===== src/hw/rtl/tbfe_ram.sv =====
// Generic simple dual-port RAM with one write port and one registered read port.
// Stand-alone; no package needed.
module tbfe_ram #(
   parameter int WIDTH = 16,
   parameter int DEPTH = 32
) (
   input  logic                     clock,
   input  logic                     wr_en,
   input  logic [$clog2(DEPTH)-1:0] wr_addr,
   input  logic [WIDTH-1:0]         wr_data,
   input  logic [$clog2(DEPTH)-1:0] rd_addr,
   output logic [WIDTH-1:0]         rd_data
);

   logic [WIDTH-1:0] mem_ff [DEPTH];
   logic [WIDTH-1:0] rd_data_ff;

   // Write and registered read.
   always_ff @(posedge clock) begin
      if (wr_en) begin
         mem_ff[wr_addr] <= wr_data;
      end
      rd_data_ff <= mem_ff[rd_addr];
   end

   assign rd_data = rd_data_ff;

endmodule


===== config.mk =====
export PLATFORM = sky130hd
export DESIGN_NAME = tbfe_ram
export DESIGN_NICKNAME = d
export VERILOG_FILES = /design/src/hw/rtl/tbfe_ram.sv
export SDC_FILE = /design/constraint.sdc
export NUM_CORES = 1
export LEC_CHECK = 0
export BUFFER_PORTS_ARGS = -buffer_cell sky130_fd_sc_hd__buf_2
export CAP_MARGIN = 20
export CORE_MARGIN = 2
export CORE_UTILIZATION = 30
export DETAILED_ROUTE_END_ITERATION = 10
export GPL_ROUTABILITY_DRIVEN = 1
export SYNTH_ARGS = -nofsm -noshare
export SYNTH_HDL_FRONTEND = slang
export SYNTH_SLANG_ARGS = --single-unit

===== constraint.sdc =====
create_clock -name clock -period 2.2 [get_ports clock]
set_input_delay 0.55 -clock clock [delete_from_list [all_inputs] [get_ports clock]]
set_output_delay 0.55 -clock clock [all_outputs]
set_load 0.03 [all_outputs]

# Word-level counts from Yosys, hierarchy flattened
# Memories as Yosys holds them, arrays and structs flattened. A register that Yosys moved wholly into a read port is not among the register bits.
# Index checks and enable logic that the tools add are counted.
[op_classes]
muxes = 2
[ops]
columns = ["cell", "n"]
rows = [
  ["$mux W1", 2],
]
[word_totals]
reg_bits = 0
ramBits = 512
n_memories = 1
[memory_table]
columns = ["memory", "words", "width", "rd", "rd_clocked_by_memory_dff", "wr", "line_no", "source"]
rows = [
  ["mem_ff", 32, 16, 1, 1, 1, "15", "logic [WIDTH-1:0] mem_ff [DEPTH];"],
]

# Logic depth before layout (Yosys ltp)
# Gate-level depths: netlist of run 1.
[depth]
word_depth = 2
mapped_depth = 8
ltp_nobuf = 5

# Worst setup path after synthesis of run 1
# No wires, ideal clock.
[synth_timing]
path_kind = "input to register"
start = "in wr_addr[1]"
end = "mem mem_ff[12][0] (enable)"
t_arrival_ns = 1.902
required_ns = 1.812
path_slack_ns = -0.090
path_stages = 3
cell_sequence = "or3b_2 > clkbuf_1 > nor2_1"
[synth_lines]
columns = ["item", "line_no", "source"]
rows = [
  ["start: declaration", "9", "input logic [$clog2(DEPTH)-1:0] wr_addr,"],
  ["end: declaration", "15", ""],
]
# No word-level cell before the write port.

# Worst setup path in the final report of run 1
[layout_timing]
start = "reg rd_data_ff[15] (netlist: rd_data[15]), read port of mem_ff"
end = "out rd_data[15]"
[layout_lines]
columns = ["item", "line_no", "source"]
rows = [
  ["start: declaration", "16", "logic [WIDTH-1:0] rd_data_ff;"],
  ["end: declaration", "12", "output logic [WIDTH-1:0] rd_data"],
]
# No word-level cell between the ends.

==> metrics.cfg, run 1 <==
[clock_network]
clk_path_buf_depth=3
cts_tree=built
htreeDepth=2
clkLatencyLatePin_ns=0.60
path_clk_slew_ns=0.06
postCtsSetupBuffers=0
cts_resized=0
ctsHoldBuffers=0
cts_sinks=528
root_buffer=clkbuf_16
cts_buffers=53

[grt]
grt_overflow_total=0
grt_util_all_layers_pct=13.06
grt_max_degree=34
grt_pass1_vias=10700
antenna_found_initial=1
grt_pass1_wl_mm=69.32

[pwr]
p_leak_nw=8.593
power.density_mw_per_mm2=883.7
total_power_w=0.02164
irDropWorstVdd_v=0.0006763

[hold_path]
min_path_type=in -> reg

[setup_path]
cp-end-kind=output pin
cp-start-kind=flop
slowest_stage=dfxtp_1
crit_type=reg -> out
crit_chain=buf_2
required_ns=1.65
crit_buf_inv=1
cp_slowest_stage_delay_ns=0.41
cp_max_fo=1
worst-endpoint-arrival_ns=1.25
crit_family=flip-flops

[placed_design]
io_buffer_count=43
dpl.hpwl_mm=29.76
place_congestion=0.8111
place_inst=2116

[timing]
drv_slew=0
worst_hold_slack_ns=0.3583
worstMarginPinSlew_ns=0.7293
skew_ns=0.01285
fin_crit_sh_pct=81.68
fmax_mhz=556.5
setup-violations-final=0
slew_headroom_pct=51.38
rsz0062_at_grt=false
finalHoldViolCount=0
fin_crit_ns=1.797

[die]
die_x_um=265.6
ioPinCount=44
die_area_mm2=0.07056
die_h_um=265.6
core_mm2=0.06751
rows=95
start_util_pct=30.42

[yosys]
yosysWarningCount=0
ys.flop_type=edfxtp_1
ys_seq_area_share_pct=76.43
synth_edf_count=512
syn_area_mm2=0.02054
syn_area_per_cell_um2=17.97
synth_seq_cells=528
async_flop_share_pct=0
synth.distinct_cells=26
syn-num-nets=1171
syn-instance-count=1143

[final_layout]
diodes=0
final_nets=1326
final_cells=2215
syn_to_final_growth_pct=19.28
drive_above_1_share_pct=19.23

[detailed_routing]
drt-total-wl_mm=46.34
dr.pass1.iters=5
drt_iter0_markers=799
wl_per_cell_um=20.92
viasPerCell=4.860
antenna_left=0
drc=0
vias=10770

[outcome]
status=finished clean

[flow_run]
cap_violations=0

## stage by stage
stage / setup WS, ns / instance area (um^2) / utilization (%) / TNS (ns)
after floorplan: -0.09002 / 20540 / - / -11.09
after global placement: -0.06497 / 22730 / 33.67 / -0.1084
after detailed placement: -0.07287 / 22730 / 33.67 / -0.1458
after CTS: 0.3966 / 24490 / 36.28 / 0
after global routing: 0.3993 / 24490 / 36.28 / 0
final: 0.4030 / 24490 / 36.28 / 0
## final timing paths
path / startpoint / end / slack, ns / depth (start not counted)
worst max register to register: mem_ff[3][4] / rd_data[4] / 0.68 / 6
worst max-delay path: rd_data[15] / rd_data[15] / 0.40 / 1
worst min-delay path: rd_addr[3] / rd_data[2] / 0.36 / 3
worst min register to register: mem_ff[16][12] / rd_data[12] / 0.63 / 4
## where the power goes
part           leakage (nW)  internal (W)  switching, W
Combinational          3.00      0.000477      0.000806
Clock                 0.850       0.00538       0.00373
Sequential             4.75        0.0112     0.0000594
Total                  8.59        0.0170       0.00460
## cells in the final DEF, fill, tap and decap left out, types with 3 or more instances in the layout
| cell type | instances |
|---|---|
| a31oi_1 | 16 |
| a22o_1 | 32 |
| edfxtp_1 | 512 |
| clkinvlp_4 | 4 |
| nor2_1 | 25 |
| nor3_1 | 16 |
| a22oi_1 | 64 |
| buf_12 | 36 |
| clkinv_2 | 7 |
| mux2i_1 | 256 |
| dfxtp_1 | 16 |
| clkbuf_16 | 55 |
| or3b_2 | 3 |
| bufinv_16 | 7 |
| clkbuf_1 | 10 |
| buf_4 | 88 |
| nand4_1 | 16 |
| clkinv_1 | 13 |
| nor2_2 | 8 |
| nand3_1 | 34 |
| nand3b_1 | 5 |
| buf_2 | 42 |
| a21oi_1 | 32 |
| nand2_1 | 33 |
## logic make-up after synthesis
logic type	share of synthesized area [%]
compound gates	4.972
flops	76.43
buf+inv	2.632
simple gates	3.491
mux	12.48
## layer usage
| layer | share of wire, % | track usage, % | wire length, um |
|---|---|---|---|
| met3 | 5.9 | 2.148 | 2723 |
| met4 | 1.8 | 3.447 | 833 |
| met2 | 46 | 20.54 | 21440 |
| met5 | 0 | 0 | 0 |
| met1 | 46 | 18.76 | 21340 |
## Yosys cell counts, drive strengths merged, types with 2 or more instances
master	number	area, um^2
or3b	3	26.28
dfxtp	16	320.3
nand2	33	123.9
mux2i	256	2562
buf	55	495.5
nand2b	2	12.51
nand3b	5	37.54
nor3	16	80.08
clkbuf	12	45.04
nor2b	2	12.51
edfxtp	512	15370
a22oi	64	480.5
nand4	16	100.1
nand3	34	170.2
nor2	34	135.1
a31oi	16	100.1
a22o	32	280.3
a21oi	32	160.2
## area by class of cell
| cell class | instances | area [um^2] |
|---|---|---|
| Timing Repair Buffer | 167 | 1607 |
| Tap cell | 873 | 1092 |
| Clock inverter | 34 | 350.3 |
| Sequential cell | 528 | 15700 |
| Multi-Input combinational cell | 548 | 4337 |
| Fill cell | 6269 | 43020 |
| Clock buffer | 65 | 1414 |
## state kept, by name, summed over array words and instances, names as in the netlist
register,cells
mem_ff,512
rd_data,16
No activity file was read; power rests on OpenSTA's default activity.
==> run 2, diff against run 1 <==
==> constraint.sdc (replaced) <==
create_clock -name clock -period 1.55 [get_ports clock]
set_input_delay 0.3875 -clock clock [delete_from_list [all_inputs] [get_ports clock]]
set_output_delay 0.3875 -clock clock [all_outputs]
set_load 0.03 [all_outputs]
==> run 2 against run 1 <==
Count of clock-buffer cells in the layout up 2. Cell area up 3.4%. Non-clock buffer count up 28. Global-route usage up 0.36 points. First-iteration DRC count up 11%. Sequential cell count unchanged. Wire length up 1.8%. Combinational power up 59%. Sequential share of layout area down 2.0 points. Critical path type unchanged.
==> metrics.cfg, run 2 (synthesized netlist as in run 1, its figures left out) <==
[placed_design]
place_congestion=0.7538  ; -7.1%
dpl.hpwl_mm=29.46  ; -0.99%
io_buffer_count=43  ; unchanged

[detailed_routing]
wl_per_cell_um=21.06  ; +0.69%
antenna_left=0  ; unchanged
drt_iter0_markers=883  ; +11%
drc=0  ; unchanged
dr.pass1.iters=6  ; +1
viasPerCell=4.853  ; -0.15%
drt-total-wl_mm=47.16  ; +1.8%
vias=10870  ; +0.93%

[final_layout]
final_core_util_pct=37.50  ; +1.2 points
mostFrequentLayoutCells=512 x edfxtp_1, 256 x mux2i_1, 86 x buf_4, 71 x buf_12, 64 x a22oi_1
regMostFlops=mem_ff
final_common_cell=edfxtp_1
largest_reg_flops=512  ; unchanged
final_nets=1352  ; +2.0%
syn_to_final_growth_pct=23.28
diodes=0  ; unchanged
drive_above_1_share_pct=23.87  ; +4.6 points

[timing]
finalHoldViolCount=0  ; unchanged
skew_ns=0.02151  ; +0.008661 ns
fin_crit_ns=1.512
fmax_mhz=661.5
worstMarginPinSlew_ns=0.6343  ; -0.09507 ns
setup-violations-final=0  ; unchanged
rsz0062_at_grt=false
slew_headroom_pct=57.72  ; +6.3 points
drv_slew=0  ; unchanged
fin_crit_sh_pct=97.53

[grt]
grt_util_all_layers_pct=13.42  ; +0.36 points
grt_overflow_total=0  ; unchanged
grt_max_degree=37  ; +8.8%
antenna_found_initial=3  ; +2
grt_pass1_wl_mm=71.12  ; +2.6%
grt_pass1_vias=11000  ; +2.8%

[pwr]
p_int_w=0.02381  ; +40%
power.density_mw_per_mm2=1197  ; +35%
p_leak_nw=8.858  ; +3.1%
combPwrFrac_pct=6.7  ; +0.8 points
power.share.clock_pct=40.6  ; -1.5 points
p_sw_w=0.006491  ; +41%
power_frac_seq_pct=52.7  ; +0.8 points
total_power_w=0.03030  ; +40%
swShare_pct=21.42  ; +0.17 points
irDropWorstVdd_v=0.0007997  ; +18%

[clock_network]
cts_sinks=528  ; unchanged
clkLatencyLatePin_ns=0.60  ; about the same
ctsHoldBuffers=0  ; unchanged
htreeDepth=2  ; unchanged
clk_path_buf_depth=3  ; unchanged
root_buffer=clkbuf_16
cts_buffers=51  ; -3.8%
path_clk_slew_ns=0.06  ; about the same
cts_tree=built

[hold_path]
min_path_type=in -> reg

[die]
die_area_mm2=0.07056  ; unchanged
core_mm2=0.06751  ; unchanged
rows=95  ; unchanged
die_h_um=265.6  ; unchanged
ioPinCount=44  ; unchanged
start_util_pct=30.42  ; unchanged
die_x_um=265.6  ; unchanged

[setup_path]
cp-end-kind=output pin
cp_max_fo=1  ; unchanged
cp-start-kind=flop
crit_chain=buf_6
cp_slowest_stage_delay_ns=0.38  ; -0.03 ns
required_ns=1.16  ; -0.49 ns
crit_type=reg -> out
slowest_stage=dfxtp_2
worst-endpoint-arrival_ns=1.12  ; -0.13 ns
crit_family=flip-flops
crit_buf_inv=1  ; unchanged

[outcome]
status=finished clean

[flow_run]
cap_violations=0  ; unchanged

run 2: through the flow:
step                      TNS, ns  area [um^2]  hold WS (ns)  setup slack (ns)  cells
after floorplan            -49.37        20750        0.4864           -0.2273   1143
after global placement     -51.08        23560        0.5726           -0.6032   2144
after detailed placement   -56.55        23560        0.5780           -0.6300   2144
after CTS                       0        25300        0.1893          0.003910   2239
after global routing            0        25320        0.2155          0.008831   2239
final                           0        25320        0.2189           0.03828   2239
run 2: routing by layer:
| metal | GRT usage (%) | up-vias | share of wire [%] |
|---|---|---|---|
| met4 | 3.477 | 4 | 1.9 |
| met3 | 2.296 | 69 | 5.5 |
| li1 | - | 4933 | - |
| met5 | 0 | - | 0.047 |
| met1 | 18.96 | 5570 | 46 |
| met2 | 21.44 | 289 | 47 |
run 2: worst paths after layout:
| path | slack [ns] | startpoint | endpoint | cells past startpoint |
|---|---|---|---|---|
| min | 0.22 | wr_data[0] | mem_ff[19][0] | 2 |
| min reg2reg | 0.58 | mem_ff[17][7] | rd_data[7] | 4 |
| max reg2reg | 0.09 | mem_ff[7][6] | rd_data[6] | 6 |
| max | 0.04 | rd_data[1] | rd_data[1] | 1 |
run 2: power by group through the flow:
stage	combinational [W]	clock [W]	sequential (W)
final	0.00203	0.0123	0.0160
after CTS	0.00205	0.0126	0.0160
after detailed placement	0.00200	0	0.0163
after floorplan	0.000929	0	0.0163
after global placement	0.00196	0	0.0163
after global routing	0.00217	0.0131	0.0160
run 2: repair_timing:
action / in CTS / in global routing
gates resized for setup: 34 / 2
pin swaps: 0 / 0
setup buffers: 0 / 0
endpoints found under the setup margin: 14 / 2
run 2: area by class of cell:
cell class	instances	area, um^2
Fill cell	6227	42200
Sequential cell	528	15710
Multi-Input combinational cell	548	4533
Timing Repair Buffer	195	2317
Clock buffer	67	1418
Tap cell	873	1092
Clock inverter	28	244.0
